## config.mk

```make
export PLATFORM = sky130hd
export DESIGN_NAME = deadline_timer_queue
export DESIGN_NICKNAME = d
export VERILOG_FILES = /design/src/design/dtq_pkg.sv /design/src/design/dtq_ctrl.sv /design/src/design/dtq_datapath.sv /design/src/design/deadline_timer_queue.sv
export SDC_FILE = /design/constraint.sdc
export NUM_CORES = 2
export LEC_CHECK = 0
export BUFFER_PORTS_ARGS = -buffer_cell sky130_fd_sc_hd__buf_4
export CORE_MARGIN = 2
export CORE_UTILIZATION = 50
export CTS_BUF_LIST = sky130_fd_sc_hd__clkbuf_8
export DETAILED_ROUTE_END_ITERATION = 8
export PLACE_DENSITY = 0.66
export SYNTH_ARGS = -nofsm -noshare
export SYNTH_HDL_FRONTEND = slang
export SYNTH_SLANG_ARGS = --single-unit
```

## constraint.sdc

```tcl
create_clock -name clk_i -period 16.3 [get_ports clk_i]
set_clock_uncertainty 0.2 [all_clocks]
set_input_delay 3.26 -clock clk_i [delete_from_list [all_inputs] [get_ports clk_i]]
set_output_delay 3.26 -clock clk_i [all_outputs]
set_load 0.005 [all_outputs]
```

## src/design/dtq_pkg.sv

```systemverilog
// Shared types and constants of the deadline timer queue.
`timescale 1ns / 1ps
`default_nettype none

package dtq_pkg;

  // Fixed field widths of the command and result words.
  localparam int FUNC_W    = 2;
  localparam int TV_W      = 48;
  localparam int PAYLOAD_W = 32;
  localparam int HANDLE_W  = 4;
  localparam int KIND_W    = 2;
  localparam int STATUS_W  = 2;
  localparam int ORDER_W   = 32;

  // A tick fires at most this many entries.
  localparam int MAX_FIRE   = 16;
  localparam int FIRE_CNT_W = $clog2(MAX_FIRE);

  // Function codes of an input word.
  localparam logic [FUNC_W-1:0] FUNC_ADD_REL = 2'd0;
  localparam logic [FUNC_W-1:0] FUNC_ADD_ABS = 2'd1;
  localparam logic [FUNC_W-1:0] FUNC_CANCEL  = 2'd2;
  localparam logic [FUNC_W-1:0] FUNC_TICK    = 2'd3;

  // Kind codes of a result word.
  localparam logic [KIND_W-1:0] KIND_ADD       = 2'd0;
  localparam logic [KIND_W-1:0] KIND_CANCEL    = 2'd1;
  localparam logic [KIND_W-1:0] KIND_FIRED     = 2'd2;
  localparam logic [KIND_W-1:0] KIND_IDLE_TICK = 2'd3;

  // Status codes of a result word.
  localparam logic [STATUS_W-1:0] STAT_OK        = 2'd0;
  localparam logic [STATUS_W-1:0] STAT_FULL      = 2'd1;
  localparam logic [STATUS_W-1:0] STAT_NOT_FOUND = 2'd2;

  // Commands from the controller to the datapath.
  typedef struct packed {
    logic latch;
    logic add;
    logic cancel;
    logic tick;
    logic scan_start;
    logic scan_step;
    logic fire;
    logic fire_last;
    logic idle_tick;
  } dtq_cmd_t;

  // Status from the datapath to the controller.
  typedef struct packed {
    logic [FUNC_W-1:0] func;
    logic              scan_done;
    logic              found;
    logic              multi;
  } dtq_status_t;

endpackage

`default_nettype wire

```

## src/design/dtq_ctrl.sv

```systemverilog
// Controller state machine of the deadline timer queue.
`timescale 1ns / 1ps
`default_nettype none

module dtq_ctrl
  import dtq_pkg::*;
(
  input  wire logic        clk_i,
  input  wire logic        rst_ni,
  input  wire logic        start_i,
  output logic             busy_o,
  input  wire dtq_status_t status_i,
  output dtq_cmd_t         cmd_o
);

  typedef enum logic [1:0] {
    ST_IDLE,
    ST_DISPATCH,
    ST_SCAN,
    ST_FIRE
  } state_e;

  state_e                state_q;
  logic                  busy_q;
  logic [FIRE_CNT_W-1:0] n_q;

  assign busy_o = busy_q;

  // Commands decoded from the state and the datapath status.
  always_comb begin
    cmd_o = '0;
    case (state_q)
      ST_IDLE: begin
        cmd_o.latch = start_i;
      end
      ST_DISPATCH: begin
        case (status_i.func)
          FUNC_ADD_REL, FUNC_ADD_ABS: cmd_o.add = 1'b1;
          FUNC_CANCEL: cmd_o.cancel = 1'b1;
          default: begin
            cmd_o.tick       = 1'b1;
            cmd_o.scan_start = 1'b1;
          end
        endcase
      end
      ST_SCAN: begin
        cmd_o.scan_step = 1'b1;
      end
      ST_FIRE: begin
        if (status_i.found) begin
          cmd_o.fire       = 1'b1;
          cmd_o.fire_last  = !status_i.multi || (n_q == FIRE_CNT_W'(MAX_FIRE - 1));
          cmd_o.scan_start = !cmd_o.fire_last;
        end else begin
          cmd_o.idle_tick = 1'b1;
        end
      end
      default: cmd_o = '0;
    endcase
  end

  // State, busy flag and firing count.
  always_ff @(posedge clk_i or negedge rst_ni) begin
    if (!rst_ni) begin
      state_q <= ST_IDLE;
      busy_q  <= 1'b0;
      n_q     <= '0;
    end else begin
      case (state_q)
        ST_IDLE: begin
          if (start_i) begin
            state_q <= ST_DISPATCH;
            busy_q  <= 1'b1;
          end
        end
        ST_DISPATCH: begin
          if (status_i.func == FUNC_TICK) begin
            state_q <= ST_SCAN;
            n_q     <= '0;
          end else begin
            state_q <= ST_IDLE;
            busy_q  <= 1'b0;
          end
        end
        ST_SCAN: begin
          if (status_i.scan_done) begin
            state_q <= ST_FIRE;
          end
        end
        ST_FIRE: begin
          if (cmd_o.fire && !cmd_o.fire_last) begin
            n_q     <= n_q + FIRE_CNT_W'(1);
            state_q <= ST_SCAN;
          end else begin
            state_q <= ST_IDLE;
            busy_q  <= 1'b0;
          end
        end
        default: begin
          state_q <= ST_IDLE;
          busy_q  <= 1'b0;
        end
      endcase
    end
  end

  // At most one result word is produced per cycle.
  a_one_result: assert property (@(posedge clk_i) disable iff (!rst_ni)
    $onehot0({cmd_o.add, cmd_o.cancel, cmd_o.fire, cmd_o.idle_tick}))
    else $error("dtq_ctrl: more than one result command");

  // A scan that finds nothing due can only be the first of a tick.
  a_empty_first: assert property (@(posedge clk_i) disable iff (!rst_ni)
    (state_q == ST_FIRE && !status_i.found) |-> (n_q == '0))
    else $error("dtq_ctrl: empty scan after a firing");

  // A word is only latched while the block is free.
  a_latch_idle: assert property (@(posedge clk_i) disable iff (!rst_ni)
    cmd_o.latch |-> !busy_q)
    else $error("dtq_ctrl: latch while busy");

endmodule

`default_nettype wire

```

## src/design/dtq_datapath.sv

```systemverilog
// Datapath of the deadline timer queue: entry store, clock, scan unit and result register.
`timescale 1ns / 1ps
`default_nettype none

module dtq_datapath
  import dtq_pkg::*;
#(
  parameter int CAPACITY  = 16,
  parameter int TIME_BITS = 48
) (
  input  wire logic                 clk_i,
  input  wire logic                 rst_ni,
  input  wire dtq_cmd_t             cmd_i,
  output dtq_status_t               status_o,
  input  wire logic [FUNC_W-1:0]    func_i,
  input  wire logic [TV_W-1:0]      time_value_i,
  input  wire logic                 cancelable_i,
  input  wire logic [PAYLOAD_W-1:0] payload_i,
  input  wire logic [HANDLE_W-1:0]  handle_i,
  output logic                      result_valid_o,
  output logic [KIND_W-1:0]         kind_o,
  output logic [STATUS_W-1:0]       status_out_o,
  output logic [HANDLE_W-1:0]       handle_out_o,
  output logic                      handle_valid_o,
  output logic [PAYLOAD_W-1:0]      payload_out_o,
  output logic [TV_W-1:0]           deadline_out_o,
  output logic                      last_o
);

  localparam int IDX_W = (CAPACITY > 1) ? $clog2(CAPACITY) : 1;
  localparam int CNT_W = $clog2(CAPACITY + 1);
  localparam int SUM_W = ((TIME_BITS > TV_W) ? TIME_BITS : TV_W) + 1;
  localparam logic [TIME_BITS-1:0] TIME_MAX = {TIME_BITS{1'b1}};

  // Latched input word.
  logic [FUNC_W-1:0]    func_q;
  logic [TV_W-1:0]      tv_q;
  logic                 canc_q;
  logic [PAYLOAD_W-1:0] pay_q;
  logic [HANDLE_W-1:0]  handle_q;

  // Entry store: flags in flip-flops, the wide fields in memories.
  logic [CAPACITY-1:0]  valid_q, valid_d;
  logic [CAPACITY-1:0]  cancel_ok_q;
  logic [TIME_BITS-1:0] mem_dl    [CAPACITY];
  logic [ORDER_W-1:0]   mem_order [CAPACITY];
  logic [PAYLOAD_W-1:0] mem_pay   [CAPACITY];

  logic [TIME_BITS-1:0] time_q, time_d;
  logic [ORDER_W-1:0]   ic_q;

  // Scan unit.
  logic [CNT_W-1:0]     idx_q;
  logic                 rd_en;
  logic                 cmp_v_q;
  logic [IDX_W-1:0]     cmp_idx_q;
  logic [TIME_BITS-1:0] rd_dl_q;
  logic [ORDER_W-1:0]   rd_order_q;
  logic [PAYLOAD_W-1:0] rd_pay_q;
  logic                 found_q, multi_q;
  logic [IDX_W-1:0]     best_idx_q;
  logic [TIME_BITS-1:0] best_dl_q;
  logic [ORDER_W-1:0]   best_age_q;
  logic [PAYLOAD_W-1:0] best_pay_q;
  logic [ORDER_W-1:0]   cand_age;
  logic                 cand_due, cand_better;

  // Add and cancel decisions.
  logic                 free_found;
  logic [IDX_W-1:0]     free_idx;
  logic [TIME_BITS-1:0] tv_t, rel_dl, add_dl;
  logic [SUM_W-1:0]     rel_sum;
  logic                 h_in_range, cancel_hit;
  logic [IDX_W-1:0]     h_idx;
  logic                 mem_we;

  logic                 result_valid_q;

  assign status_o.func      = func_q;
  assign status_o.scan_done = (idx_q == CNT_W'(CAPACITY)) && !cmp_v_q;
  assign status_o.found     = found_q;
  assign status_o.multi     = multi_q;

  // Input word register.
  always_ff @(posedge clk_i) begin
    if (cmd_i.latch) begin
      func_q   <= func_i;
      tv_q     <= time_value_i;
      canc_q   <= cancelable_i;
      pay_q    <= payload_i;
      handle_q <= handle_i;
    end
  end

  // Lowest free slot.
  always_comb begin
    free_found = 1'b0;
    free_idx   = '0;
    for (int i = CAPACITY - 1; i >= 0; i--) begin
      if (!valid_q[i]) begin
        free_found = 1'b1;
        free_idx   = IDX_W'(i);
      end
    end
  end

  // Deadline of an add: saturating relative sum or masked absolute value.
  // The sum is formed on the full delay so that a delay beyond the time range saturates.
  always_comb begin
    tv_t    = TIME_BITS'(tv_q);
    rel_sum = SUM_W'(time_q) + SUM_W'(tv_q);
    rel_dl  = (rel_sum > SUM_W'(TIME_MAX)) ? TIME_MAX : rel_sum[TIME_BITS-1:0];
    add_dl  = (func_q == FUNC_ADD_REL) ? rel_dl : tv_t;
  end

  // Cancel lookup by handle.
  assign h_in_range = (32'(handle_q) < 32'(CAPACITY));
  assign h_idx      = IDX_W'(handle_q);
  assign cancel_hit = h_in_range && valid_q[h_idx] && cancel_ok_q[h_idx];

  assign mem_we = cmd_i.add && free_found;
  assign rd_en  = cmd_i.scan_step && (idx_q < CNT_W'(CAPACITY));

  // Next time: saturating increment on a tick.
  assign time_d = (time_q == TIME_MAX) ? time_q : time_q + TIME_BITS'(1);

  // Valid flags: set on add, cleared on a cancel hit or a firing.
  always_comb begin
    valid_d = valid_q;
    if (mem_we) begin
      valid_d[free_idx] = 1'b1;
    end
    if (cmd_i.cancel && cancel_hit) begin
      valid_d[h_idx] = 1'b0;
    end
    if (cmd_i.fire) begin
      valid_d[best_idx_q] = 1'b0;
    end
  end

  // Candidate of the compare stage.
  assign cand_age    = ic_q - rd_order_q;
  assign cand_due    = cmp_v_q && valid_q[cmp_idx_q] && (rd_dl_q <= time_q);
  assign cand_better = !found_q || (rd_dl_q < best_dl_q) ||
                       ((rd_dl_q == best_dl_q) && (cand_age > best_age_q));

  // Entry memories with a registered read port for the scan.
  always_ff @(posedge clk_i) begin
    if (mem_we) begin
      mem_dl[free_idx]    <= add_dl;
      mem_order[free_idx] <= ic_q;
      mem_pay[free_idx]   <= pay_q;
      cancel_ok_q[free_idx] <= canc_q;
    end
    if (rd_en) begin
      rd_dl_q    <= mem_dl[idx_q[IDX_W-1:0]];
      rd_order_q <= mem_order[idx_q[IDX_W-1:0]];
      rd_pay_q   <= mem_pay[idx_q[IDX_W-1:0]];
      cmp_idx_q  <= idx_q[IDX_W-1:0];
    end
  end

  // Control state of the store, the clock and the scan.
  always_ff @(posedge clk_i or negedge rst_ni) begin
    if (!rst_ni) begin
      valid_q        <= '0;
      time_q         <= '0;
      ic_q           <= '0;
      idx_q          <= '0;
      cmp_v_q        <= 1'b0;
      found_q        <= 1'b0;
      multi_q        <= 1'b0;
      result_valid_q <= 1'b0;
    end else begin
      valid_q        <= valid_d;
      result_valid_q <= cmd_i.add | cmd_i.cancel | cmd_i.fire | cmd_i.idle_tick;
      if (mem_we) begin
        ic_q <= ic_q + ORDER_W'(1);
      end
      if (cmd_i.tick) begin
        time_q <= time_d;
      end
      if (cmd_i.scan_start) begin
        idx_q   <= '0;
        cmp_v_q <= 1'b0;
        found_q <= 1'b0;
        multi_q <= 1'b0;
      end else begin
        cmp_v_q <= rd_en;
        if (rd_en) begin
          idx_q <= idx_q + CNT_W'(1);
        end
        if (cand_due) begin
          found_q <= 1'b1;
          if (found_q) begin
            multi_q <= 1'b1;
          end
        end
      end
    end
  end

  // Best due entry of the current scan.
  always_ff @(posedge clk_i) begin
    if (cand_due && cand_better && !cmd_i.scan_start) begin
      best_idx_q <= cmp_idx_q;
      best_dl_q  <= rd_dl_q;
      best_age_q <= cand_age;
      best_pay_q <= rd_pay_q;
    end
  end

  // Result word register.
  always_ff @(posedge clk_i) begin
    if (cmd_i.add) begin
      kind_o         <= KIND_ADD;
      payload_out_o  <= '0;
      last_o         <= 1'b1;
      if (free_found) begin
        status_out_o   <= STAT_OK;
        handle_out_o   <= canc_q ? HANDLE_W'(free_idx) : '0;
        handle_valid_o <= canc_q;
        deadline_out_o <= TV_W'(add_dl);
      end else begin
        status_out_o   <= STAT_FULL;
        handle_out_o   <= '0;
        handle_valid_o <= 1'b0;
        deadline_out_o <= '0;
      end
    end else if (cmd_i.cancel) begin
      kind_o         <= KIND_CANCEL;
      status_out_o   <= cancel_hit ? STAT_OK : STAT_NOT_FOUND;
      handle_out_o   <= '0;
      handle_valid_o <= 1'b0;
      payload_out_o  <= '0;
      deadline_out_o <= '0;
      last_o         <= 1'b1;
    end else if (cmd_i.fire) begin
      kind_o         <= KIND_FIRED;
      status_out_o   <= STAT_OK;
      handle_out_o   <= HANDLE_W'(best_idx_q);
      handle_valid_o <= 1'b1;
      payload_out_o  <= best_pay_q;
      deadline_out_o <= TV_W'(best_dl_q);
      last_o         <= cmd_i.fire_last;
    end else if (cmd_i.idle_tick) begin
      kind_o         <= KIND_IDLE_TICK;
      status_out_o   <= STAT_OK;
      handle_out_o   <= '0;
      handle_valid_o <= 1'b0;
      payload_out_o  <= '0;
      deadline_out_o <= TV_W'(time_q);
      last_o         <= 1'b1;
    end
  end

  assign result_valid_o = result_valid_q;

  // A fired entry leaves the store.
  a_fire_frees: assert property (@(posedge clk_i) disable iff (!rst_ni)
    cmd_i.fire |=> !valid_q[$past(best_idx_q)])
    else $error("dtq_datapath: fired entry still valid");

  // The chosen entry is always due.
  a_best_due: assert property (@(posedge clk_i) disable iff (!rst_ni)
    cmd_i.fire |-> (best_dl_q <= time_q))
    else $error("dtq_datapath: firing an entry that is not due");

  // Multiple due entries imply at least one found.
  a_multi_found: assert property (@(posedge clk_i) disable iff (!rst_ni)
    multi_q |-> found_q)
    else $error("dtq_datapath: multi flag without a find");

endmodule

`default_nettype wire

```

## src/design/deadline_timer_queue.sv

```systemverilog
// Top level of the deadline timer queue.
`timescale 1ns / 1ps
`default_nettype none

// Store of up to CAPACITY timed entries, fired earliest deadline first.
// Command channel: a word is taken at a rising edge with start_i high and
// busy_o low. func_i selects a relative add, an absolute add, a cancel by
// handle or a one millisecond tick.
// Result channel: each result word is shown for exactly one cycle while
// result_valid_o is high; the receiver cannot stall it. last_o marks the
// final word caused by a command.
// An add or a cancel is latched at the accept edge, decided in the dispatch
// state and written to the result register; busy_o falls as the block returns
// to idle, so a new command is taken only once the previous one is done.
// A tick runs one scan round per fired entry (at most sixteen). In each round
// the entries are read one a cycle from the store memory and compared
// against the best due entry so far. A tick with nothing due takes one round.
// Reset empties the store and clears the time and the insertion count.
module deadline_timer_queue
  import dtq_pkg::*;
#(
  parameter int CAPACITY  = 16,
  parameter int TIME_BITS = 48
) (
  input  wire logic                 clk_i,
  input  wire logic                 rst_ni,
  input  wire logic                 start_i,
  output logic                      busy_o,
  input  wire logic [FUNC_W-1:0]    func_i,
  input  wire logic [TV_W-1:0]      time_value_i,
  input  wire logic                 cancelable_i,
  input  wire logic [PAYLOAD_W-1:0] payload_i,
  input  wire logic [HANDLE_W-1:0]  handle_i,
  output logic                      result_valid_o,
  output logic [KIND_W-1:0]         kind_o,
  output logic [STATUS_W-1:0]       status_o,
  output logic [HANDLE_W-1:0]       handle_out_o,
  output logic                      handle_valid_o,
  output logic [PAYLOAD_W-1:0]      payload_out_o,
  output logic [TV_W-1:0]           deadline_out_o,
  output logic                      last_o
);

  dtq_cmd_t    cmd;
  dtq_status_t dp_status;

  // Controller.
  dtq_ctrl u_ctrl (
    .clk_i    (clk_i),
    .rst_ni   (rst_ni),
    .start_i  (start_i),
    .busy_o   (busy_o),
    .status_i (dp_status),
    .cmd_o    (cmd)
  );

  // Datapath.
  dtq_datapath #(
    .CAPACITY  (CAPACITY),
    .TIME_BITS (TIME_BITS)
  ) u_datapath (
    .clk_i          (clk_i),
    .rst_ni         (rst_ni),
    .cmd_i          (cmd),
    .status_o       (dp_status),
    .func_i         (func_i),
    .time_value_i   (time_value_i),
    .cancelable_i   (cancelable_i),
    .payload_i      (payload_i),
    .handle_i       (handle_i),
    .result_valid_o (result_valid_o),
    .kind_o         (kind_o),
    .status_out_o   (status_o),
    .handle_out_o   (handle_out_o),
    .handle_valid_o (handle_valid_o),
    .payload_out_o  (payload_out_o),
    .deadline_out_o (deadline_out_o),
    .last_o         (last_o)
  );

  // A result word only follows an accepted command.
  a_result_after_busy: assert property (@(posedge clk_i) disable iff (!rst_ni)
    result_valid_o |-> $past(busy_o))
    else $error("deadline_timer_queue: result word without a command");

endmodule

`default_nettype wire
```

==> reports/summary.txt <==
status: complete, but fails checks
violated checks: design-rule violations
power share of the combinational group: 22.4%
adder and majority gate portion of the synthesized area: 2.849%
Slew @ Worst Pin: 1.399 ns
Root Buffer Master: clkbuf_8
Flop pwr share: 48.0%
clk sinks: 2329
VDD IR max: 149.1 uV
post-synthesis xor/xnor area fraction: 1.316%
Initial Util: 50.33%
routed vias/inst: 5.990
cell count of the worst reg-to-reg path: 24
total grt overflow: 0
antenna-violating nets left: 0
FF+latch count, synth: 2329
final wirelength: 228.0 mm
area of the multi-input gates: 24160 um2
DR WL met3: 13.41 mm
uppermost layer routed: met4
Post-synth ARST share: 4.809%
sequential-to-total area share from yosys stat: 73.03%
CTS tree: done
largest net degree at the start of global routing: 122
Clock Pin Slew Worst Setup and Hold Paths: 0.07 ns
fin nets: 5688
Power Internal: 11.51 mW
most frequent cell after synthesis: edfxtp_1
Synth Area in Simple Gates: 3.152%
DR vias: 48983
initial antenna violation count: 8
Synth Net Count: 5226
number of global-route vias before repair: 50479
final setup fails: 0
All-Layer GR Usage: 23.75%
die height: 438.8 um
Critical Path AT: 8.08 ns
met2 WL: 113.0 mm
Met1 Wirelength: 95.32 mm
max-slew violations: 0
EDFF count, synth: 2182
Final TNS setup: 0 ns
Synth area leaders: edfxtp_1 (69%), mux4_2 (14%), dfrtp_1 (3.0%)
# port buffers: 181
CP max FO: 44
P per Cell Area: 151.3 nW/um2
Synth warnings: 0
average size of a mapped cell: 19.20 um2
fill count: 14239
global-route wire length before repair: 334.7 mm
DRC violations left: 30
final hold violations: 0
clock buffer count from CTS: 387
Layout area overhead: 12.54%
Critical Path End Type: flop
complex-gate fraction of the synthesized area: 4.444%
row cnt: 159
routed length per placed instance: 27.88 um
fin util: 56.64%
clock latency at the later pin of the worst-skew pair: 1.09 ns
CP startpoint kind: flop
top cells by count, synth: edfxtp_1 (2182), mux4_2 (567), nor2_1 (228)
Placer Congestion: 0.8934
Switch Pwr: 4.585 mW
CTS H-tree lvls: 5
Clock power frac: 29.6%
share of the synthesized area in the top cell type: 69.32%
share of layout cells above drive strength 1: 24.06%
main flop type after synthesis: edfxtp_1
CP Class: reg -> reg
Cell Area, Synth: 94520 um2
maxcap violations: 0
Synth area leader: edfxtp_1
Die W: 438.8 um
minimum clock period: 7.600 ns
DR iter-0 viols: 4924
Post-CTS Setup Repair Bufs: 0
Net Sw Frac: 28.50%
RSZ-0062 raised after global routing: false
number of distinct library cells after synthesis: 81
Detailed Place HPWL: 125.1 mm
Longest Clk Path Bufs: 4
Worst EP required: 16.78 ns
Slew headroom: 6.729%
hold_buf cts: 0
post-CTS sizing: 0
achievable frequency: 131.6 MHz
fin crit share: 46.63%
Leak Pwr: 36.18 nW
core area: 187800 um2
largest family of logic cells by synthesized area: multiplexers
hold-critical path depth: 0
# IOs: 182
hold crit path type: reg -> reg
DR pass1 iterations: 8
Syn Inst Count: 4922
die area: 192500 um2
Seq. cell area: 69040 um2
post-synthesis mux area share: 13.58%
## power groups by stage
stage / clock, mW / sequential (mW) / combinational [mW]
after global placement: 0 / 7.83 / 3.62
final: 4.77 / 7.72 / 3.60
after floorplan: 0 / 7.68 / 2.58
after CTS: 4.87 / 7.73 / 3.66
after detailed placement: 0 / 7.85 / 3.65
after global routing: 5.14 / 7.77 / 3.89
## cells by family after synthesis
| logic type | after synthesis |
|---|---|
| adder cells (fa/ha/maj) | 214 |
| flip-flops | 2329 |
| AND/OR/NAND/NOR | 630 |
| multiplexers | 573 |
| buffers and inverters | 402 |
| XOR/XNOR | 142 |
| AO/OA/AOI/OAI | 632 |
## state kept, by name, summed over array words and instances (netlist names), 48 cells and up
register and count:
u_datapath.mem_pay 512, u_datapath.mem_dl 768, u_datapath.mem_order 512, u_datapath.rd_dl_q 48, u_datapath.time_q 48, u_datapath.deadline_out_o 48, u_datapath.tv_q 48, u_datapath.best_dl_q 48
## stage by stage
step | instance area [um2] | std cells | setup slack [ns] | total power, mW | hold slack [ns]
floorplan | 94520 | 4922 | 3.192 | 10.27 | 0.2003
global placement | 99240 | 7490 | 8.790 | 11.44 | 0.2025
detailed placement | 99240 | 7490 | 8.633 | 11.49 | 0.2059
CTS | 106400 | 8172 | 8.604 | 16.26 | 0.1916
global route | 106400 | 8177 | 8.045 | 16.79 | 0.2133
finish | 106400 | 8178 | 8.700 | 16.09 | 0.1954
## layout by cell type, fill, tap and decap left out, types with 9 or more instances in the layout
cell | Yosys | final
nor2b_1 | 17 | 17
nand4_1 | 69 | 69
nand2_1 | 129 | 129
o21ai_0 | 84 | 84
xnor2_1 | 109 | 109
buf_12 | 0 | 9
a31oi_1 | 12 | 12
a211oi_1 | 16 | 16
xor2_1 | 33 | 33
o211ai_1 | 12 | 12
dfrtp_1 | 112 | 108
o21a_1 | 25 | 25
clkinv_2 | 0 | 39
o22ai_1 | 11 | 11
nor3_1 | 26 | 25
clkinv_1 | 0 | 85
nand3_1 | 69 | 68
a21o_1 | 81 | 81
nor2_1 | 228 | 209
dfxtp_1 | 35 | 35
o21bai_1 | 15 | 15
inv_1 | 202 | 323
nor2_4 | 0 | 18
nor4_1 | 14 | 14
a22o_1 | 34 | 34
a21oi_1 | 210 | 205
bufinv_16 | 0 | 12
o22a_1 | 9 | 9
ha_1 | 212 | 212
and4_1 | 9 | 9
o2bb2ai_1 | 35 | 35
clkbuf_8 | 0 | 413
buf_4 | 0 | 263
edfxtp_1 | 2182 | 2182
or3_1 | 15 | 15
and3_1 | 18 | 17
o31ai_1 | 11 | 11
mux4_2 | 567 | 567
## layer usage
metal | track usage, % | vias up
li1 | - | 21069
met1 | 32.79 | 25685
met2 | 39.23 | 1817
met3 | 3.698 | 412
met4 | 7.333 | 0
met5 | 0 | -
## worst max-delay path, stage by stage (launching register included)
cell	delay (ns)
dfrtp_1	0.60
inv_1	0.19
ha_1	0.18
inv_1	0.05
fa_1	0.40
a21o_1	0.21
a211oi_1	0.38
o21a_1	0.26
nor2_1	0.07
a2111oi_0	0.75
nor3b_1	0.24
a221o_1	0.38
a21oi_1	0.17
xnor2_1	0.17
ha_1	0.28
nand4_1	0.11
nor2_1	0.07
nand3_1	0.10
nor3_1	0.08
a2111oi_0	0.38
o32a_1	0.33
a31oi_1	0.08
nor3_2	0.25
buf_4	0.54
buf_4	0.66
## path summary, 6_finish.rpt
path | start | to | slack [ns]
worst min-delay path | u_datapath.rd_pay_q[2] | u_datapath.best_pay_q[2] | 0.20
worst max-delay path | u_datapath.ic_q[0] | u_datapath.best_pay_q[23] | 8.70
max in group asynchronous | rst_ni | u_datapath.idx_q[2] | 12.44
min in group asynchronous | rst_ni | u_datapath.time_q[44] | 2.03
worst min register to register | u_datapath.rd_pay_q[2] | u_datapath.best_pay_q[2] | 0.20
worst max register to register | u_datapath.ic_q[0] | u_datapath.best_pay_q[23] | 8.70
## layout make-up
type                       instances  area share [%]
multi-input combinational       2191           22.71
antenna                            6         0.01411
clock inverter                   269           1.340
clock buffer                     413           5.344
sequential                      2329           64.90
inverter                         202          0.7128
tap                             2495           2.935
timing repair buffer             273           2.036
(Power assumes the default switching activity.)
